==> src/design/assert_macros.svh <==
// assertion macros used by the top-level design file
// compiled out when SYNTH is defined
`ifndef ASSERT_MACROS_SVH
`define ASSERT_MACROS_SVH
`ifndef SYNTH
`define VNS_ASSERT_IMP(label, clk, rst, a, b) \
  label: assert property (@(posedge clk) disable iff (rst) (a) |-> (b)) \
    else $error("assertion failed");
`define VNS_ASSERT_NXT(label, clk, rst, a, b) \
  label: assert property (@(posedge clk) disable iff (rst) (a) |=> (b)) \
    else $error("assertion failed");
`else
`define VNS_ASSERT_IMP(label, clk, rst, a, b)
`define VNS_ASSERT_NXT(label, clk, rst, a, b)
`endif
`endif

==> src/design/vns_pkg.sv <==
// package for the vector normalize and scale block
// widths and the item type passed from front to back; no dependencies
package vns_pkg;
  localparam int CB = 32;           // component width
  localparam int SW = 2 * CB + 2;   // sum of squares
  localparam int RW = 4 * CB;       // squared scaled magnitude / remainder
  localparam int PW = 3 * CB + 2;   // running q * s
  localparam int DW = 4 * CB + 3;   // trial term width

  typedef struct packed {
    logic                  zero;
    logic [2:0]            neg;
    logic [SW-1:0]         s;
    logic [2:0][RW-1:0]    r;
  } item_t;
endpackage

==> src/design/vns_queue.sv <==
// two-entry queue between front and back pipelines
// depends on vns_pkg for the item type
module vns_queue import vns_pkg::*; (
  input  logic  clk,
  input  logic  rst,
  input  logic  push_valid,
  output logic  push_ready,
  input  item_t push_data,
  output logic  pop_valid,
  input  logic  pop_ready,
  output item_t pop_data
);
  item_t mem [2];
  logic wr_ptr, rd_ptr;
  logic [1:0] count;
  logic push, pop;

  assign push_ready = (count != 2'd2);
  assign pop_valid  = (count != 2'd0);
  assign push = push_valid && push_ready;
  assign pop  = pop_valid && pop_ready;
  assign pop_data = mem[rd_ptr];

  // storage
  always_ff @(posedge clk) begin
    if (push) begin
      mem[wr_ptr] <= push_data;
    end
  end

  // pointers and fill count
  always_ff @(posedge clk) begin
    if (rst) begin
      wr_ptr <= 1'b0;
      rd_ptr <= 1'b0;
      count  <= 2'd0;
    end else begin
      if (push) wr_ptr <= ~wr_ptr;
      if (pop)  rd_ptr <= ~rd_ptr;
      count <= count + 2'(push) - 2'(pop);
    end
  end
endmodule

==> config.mk <==
export PLATFORM = sky130hd
export DESIGN_NAME = vns_queue
export DESIGN_NICKNAME = d
export VERILOG_FILES = /design/src/design/assert_macros.svh /design/src/design/vns_pkg.sv /design/src/design/vns_queue.sv
export SDC_FILE = /design/constraint.sdc
export NUM_CORES = 1
export LEC_CHECK = 0
export ABC_AREA = 0
export BUFFER_PORTS_ARGS = -buffer_cell sky130_fd_sc_hd__buf_4
export CAP_MARGIN = 30
export CORE_AREA = 2 2 358 360
export CTS_CLUSTER_SIZE = 28
export DETAILED_ROUTE_END_ITERATION = 8
export DIE_AREA = 0 0 360 362
export SLEW_MARGIN = 20
export SYNTH_ARGS = -nofsm -noshare
export SYNTH_HDL_FRONTEND = slang
export SYNTH_SLANG_ARGS = --single-unit
export TNS_END_PERCENT = 30
==> constraint.sdc <==
create_clock -name clk -period 24.3 [get_ports clk]
set_input_delay 3.645 -clock clk [delete_from_list [all_inputs] [get_ports clk]]
set_output_delay 3.645 -clock clk [all_outputs]
set_load 0.02 [all_outputs]
== After elaboration in Yosys (flattened, before gate mapping) ==
Memories as Yosys holds them, arrays and structs flattened. A register that Yosys moved wholly into a read port is not among the register bits.
Index checks and enable logic that the tools add are counted.

* Add/subtract/negate cells: 2
* Eq/ne operators: 1
* Mux-type cells: 4
* Bitwise operators: 2
* Reductions and logical operators: 3

{| class="wikitable"
|+ Operator list
! kind !! count
|-
| $mux 1 || 4
|-
| $add 2x1->2 || 1
|-
| $logic_and 1x1->1 || 2
|-
| $ne 2x2->1 const B || 1
|-
| $not 1->1 || 2
|-
| $reduce_bool 2->1 || 1
|-
| $sub 2x1->2 || 1
|}

* Register bits after elaboration: 4
* Bits in writable memories: 908
* Bits of input ports: 458
* Output and inout bits: 456
* Logic and storage cells: 16
* Memories: 1

{| class="wikitable"
|+ Memories
! memory !! words !! width !! rd ports !! clocked after Yosys merged registers in !! write ports !! line !! RTL
|-
| mem || 2 || 454 || 1 || 1 || 1 || vns_queue.sv:13 || <nowiki>item_t mem [2];</nowiki>
|}

== Logic depth before layout (Yosys ltp) ==
* Depth in word-level cells: 4
* Mapped depth: 8
* Mapped depth without buffers: 8

== Worst setup path before layout ==
Ideal clock, no wire load.

* Path kind: input port to flip-flop
* From: in push_valid
* To: mem mem[0][0] (netlist name) (enable)
* Setup time: 1.282 ns
* Arrival: 22.514 ns
* Data required time: 23.018 ns
* Setup slack: 0.505 ns
* Stages: 2
* Buffers on the path: 0
* Cells stage by stage: nand2_1 -> nor2_1

* Longest elaborated chain between the ends: 3

{| class="wikitable"
|+ Ends and longest elaborated chain
! what !! line !! RTL
|-
| from (decl) || vns_queue.sv:6 || <nowiki>input logic push_valid,</nowiki>
|-
| $logic_and 1x1->1 || vns_queue.sv:20 || <nowiki>assign push = push_valid && push_ready;</nowiki>
|-
| $mux 1 || vns_queue.sv:26 || <nowiki>if (push) begin</nowiki>
|-
| $mux 1 (not written as such) || vns_queue.sv:27 || <nowiki>mem[wr_ptr] <= push_data;</nowiki>
|-
| to (decl) || vns_queue.sv:13 ||
|}

Every way passes these cells.

==> summary.txt <==
Clock network
  • Maximum level of the CTS H-tree: 3
  • Clock-pin slew on the worst setup and hold paths: 60 ps
  • CTS max path bufs: 3
  • TritonCTS clock tree: done
  • Num Clock Sinks: 913
  • CTS Root Cell: clkbuf_16
  • Post-CTS Setup Bufs: 0
  • Post-CTS Hold Fix Bufs: 0
  • Latest clock arrival within the worst-skew pair: 690 ps
  • Clock buffer count from CTS: 98
  • Post_cts resized: 0

GRT
  • Pin count of the biggest net entering global routing: 171
  • Antenna violations before repair: 24
  • Vias in the first global route: 17816
  • Gr usage total: 13.47%
  • Total grt overflow: 0
  • First-pass GRT wire length: 126100 um

Yosys
  • Synthesized area per cell: 23.11 sq um
  • Post-Syn Area: 0.03321 sq mm
  • Syn Inst Count: 1437
  • Net count after synthesis: 1897
  • Sequential cell area fraction in the yosys report: 82.40%
  • Synthesized flop and latch total: 913
  • Cell variety after synth: 18
  • Yosys warns: 0

Timing
  • Setup TNS: 0 ps
  • Finish-stage setup viols: 0
  • Final Hold Vio Count: 0
  • RSZ-0062 raised after global routing: false
  • FMAX: 0.1371 GHz
  • Final slew viol count: 0
  • Worst slew pin tran: 1035 ps
  • Final Worst Setup Slack: 17000 ps
  • Fin crit share: 30.03%
  • Hold WS: 513.3 ps
  • Crit path time final: 7296 ps
  • Max-slew headroom: 31.01%
  • Worst Skew: 35.54 ps

Die
  • Die Width: 360 um
  • Initial core utilization: 26.21%
  • IO Pins: 914
  • Die height: 362 um
  • Site row count: 131
  • Area of the core: 0.1267 sq mm
  • Die area: 0.1303 sq mm

Critical path
  • Critical path class: reg2out
  • Critical path data required time: 20650 ps
  • Critical Path AT: 3650 ps
  • Crit path capture type: output pin
  • Crit-path max FO: 106
  • Worst setup SP type: flop

Final layout
  • Area Overhead vs Synth: 36.08%
  • Share of cells above drive strength 1: 61.52%
  • Design area: 0.04519 sq mm
  • Final layout net count: 2880

Power and ir drop
  • Worst vdd ir: 0.00006152 V
  • Part of the power in combinational logic: 28.4%
  • Sw Share: 29.52%
  • Internal power: 3.411 mW
  • Switching Power: 1.429 mW
  • Clock network power share: 29.6%
  • Pwr/cell area: 107.1 mW/mm^2
  • Leakage power: 16.48 nW
  • Flop pwr share: 42.0%

Detailed routing
  • WL met1: 34190 um
  • Remaining antenna violation count: 0
  • Post-Route WL: 91800 um
  • First DRT Iteration DRCs: 1204
  • DR vias/cell: 4.143
  • DRC Markers: 0
  • Top Metal Used: met5
  • Drt wl/cell: 22.04 um
  • Vias: 17257
  • WL met2: 45800 um
  • Routed wl met3: 9342 um
  • TritonRoute pass-1 iters: 5

Status
  • Status: finished clean

Worst hold path
  • Hold Path Class: reg2reg

Place
  • Dpl ws: 17740 ps
  • Hpwl dp: 65610 um
  • Placed Area: 0.04201 sq mm
  • Routability Congestion: 0.7746
  • Port-buffer cells: 913

Run
  • Max Cap Viol: 0
-- power groups by stage --
stage | clock network, mW | registers, mW | logic, mW
floorplan | 0 | 2.20 | 0.813
global placement | 0 | 2.06 | 1.38
detailed placement | 0 | 2.07 | 1.39
CTS | 1.48 | 2.04 | 1.39
global route | 1.54 | 2.05 | 1.45
finish | 1.43 | 2.03 | 1.37
-- layout make-up --
cell class,count,area [sq um]
Tap cell,1662,2079
Sequential cell,913,27370
Antenna cell,11,27.53
Inverter,1,3.754
Clock inverter,52,503.0
Clock buffer,120,2577
Fill cell,11926,81510
Timing Repair Buffer,934,7158
Multi-Input combinational cell,472,5474
-- critical path, cell delays in order, from the launching register on --
cell and delay, ps:
dfxtp_4 860, buf_4 470, buf_12 300, buf_16 360
mux2_2 420, buf_4 160
-- synth_stat cells --
master / count / area (sq um)
buf_2: 13 / 65.06
buf_6: 8 / 90.09
dfxtp_1: 5 / 100.1
nor2_1: 5 / 18.77
ha_1: 2 / 25.02
xnor2_1: 2 / 17.52
and3_1: 1 / 6.260
nor2b_1: 2 / 12.51
xor2_1: 1 / 8.760
nand2b_1: 1 / 6.260
mux2_2: 395 / 4448
mux2_4: 60 / 900.9
inv_1: 1 / 3.750
edfxtp_1: 908 / 27270
o21a_1: 1 / 7.510
nand2_1: 1 / 3.750
or2_2: 1 / 6.260
buf_4: 30 / 225.2
-- layout by cell type, fill, tap and decap left out --
| master | Yosys | layout |
|---|---|---|
| clkbuf_1 | 0 | 20 |
| clkbuf_16 | 0 | 100 |
| clkinv_4 | 0 | 2 |
| nand2_1 | 1 | 1 |
| clkinvlp_4 | 0 | 8 |
| buf_12 | 0 | 5 |
| clkinv_2 | 0 | 15 |
| inv_6 | 0 | 4 |
| mux2_4 | 60 | 60 |
| inv_8 | 0 | 1 |
| clkinv_1 | 0 | 12 |
| buf_6 | 8 | 1 |
| buf_16 | 0 | 4 |
| diode_2 | 0 | 11 |
| dfxtp_4 | 0 | 1 |
| dfxtp_1 | 5 | 4 |
| clkinv_8 | 0 | 3 |
| nand2b_1 | 1 | 1 |
| and3_4 | 0 | 1 |
| buf_4 | 30 | 924 |
| ha_1 | 2 | 2 |
| inv_1 | 1 | 1 |
| xor2_1 | 1 | 1 |
| o21a_1 | 1 | 1 |
| nor2_4 | 0 | 1 |
| bufinv_16 | 0 | 7 |
| or2_2 | 1 | 1 |
| nor2b_1 | 2 | 2 |
| xnor2_1 | 2 | 2 |
| mux2_2 | 395 | 395 |
| nor2_1 | 5 | 4 |
| edfxtp_1 | 908 | 908 |
-- registers in the layout, summed over array words and instances, names as in the netlist, named ones only --
name / flops
mem: 908
wr_ptr: 1
count: 2
rd_ptr: 1
-- final timing paths --
path	from	endpoint	slack [ps]	cells after the start
setup reg to reg	count[0]	mem[1][305]	21020	4
setup / recovery	flop	pop_data[342]	17000	5
hold reg to reg	rd_ptr	rd_ptr	510	2
hold / removal	rd_ptr	rd_ptr	510	2
-- kinds of logic after synthesis --
kind of cell | Yosys count | share of synthesized area (%)
compound gates | 1 | 0.02261
mux | 455 | 16.11
flops | 913 | 82.40
buf+inv | 52 | 1.157
xor+xnor | 3 | 0.07913
fa+ha+maj | 2 | 0.07533
simple gates | 11 | 0.1620
-- routing by layer --
| metal | global-route usage (%) | vias to the layer above |
|---|---|---|
| li1 | - | 7744 |
| met1 | 14.90 | 8633 |
| met2 | 22.54 | 737 |
| met3 | 6.021 | 139 |
| met4 | 5.520 | 4 |
| met5 | 0 | - |
-- metrics by stage --
| step | std cells | total power [mW] | utilization [%] |
|---|---|---|---|
| 2_1_floorplan | 1437 | 3.012 | - |
| 3_3_place_gp | 3977 | 3.448 | 33.11 |
| 3_5_place_dp | 3979 | 3.459 | 33.16 |
| 4_1_cts | 4151 | 4.917 | 35.59 |
| 5_1_grt | 4164 | 5.041 | 35.67 |
| 6_report | 4165 | 4.841 | 35.67 |
Power figures use the tool's default switching activity.
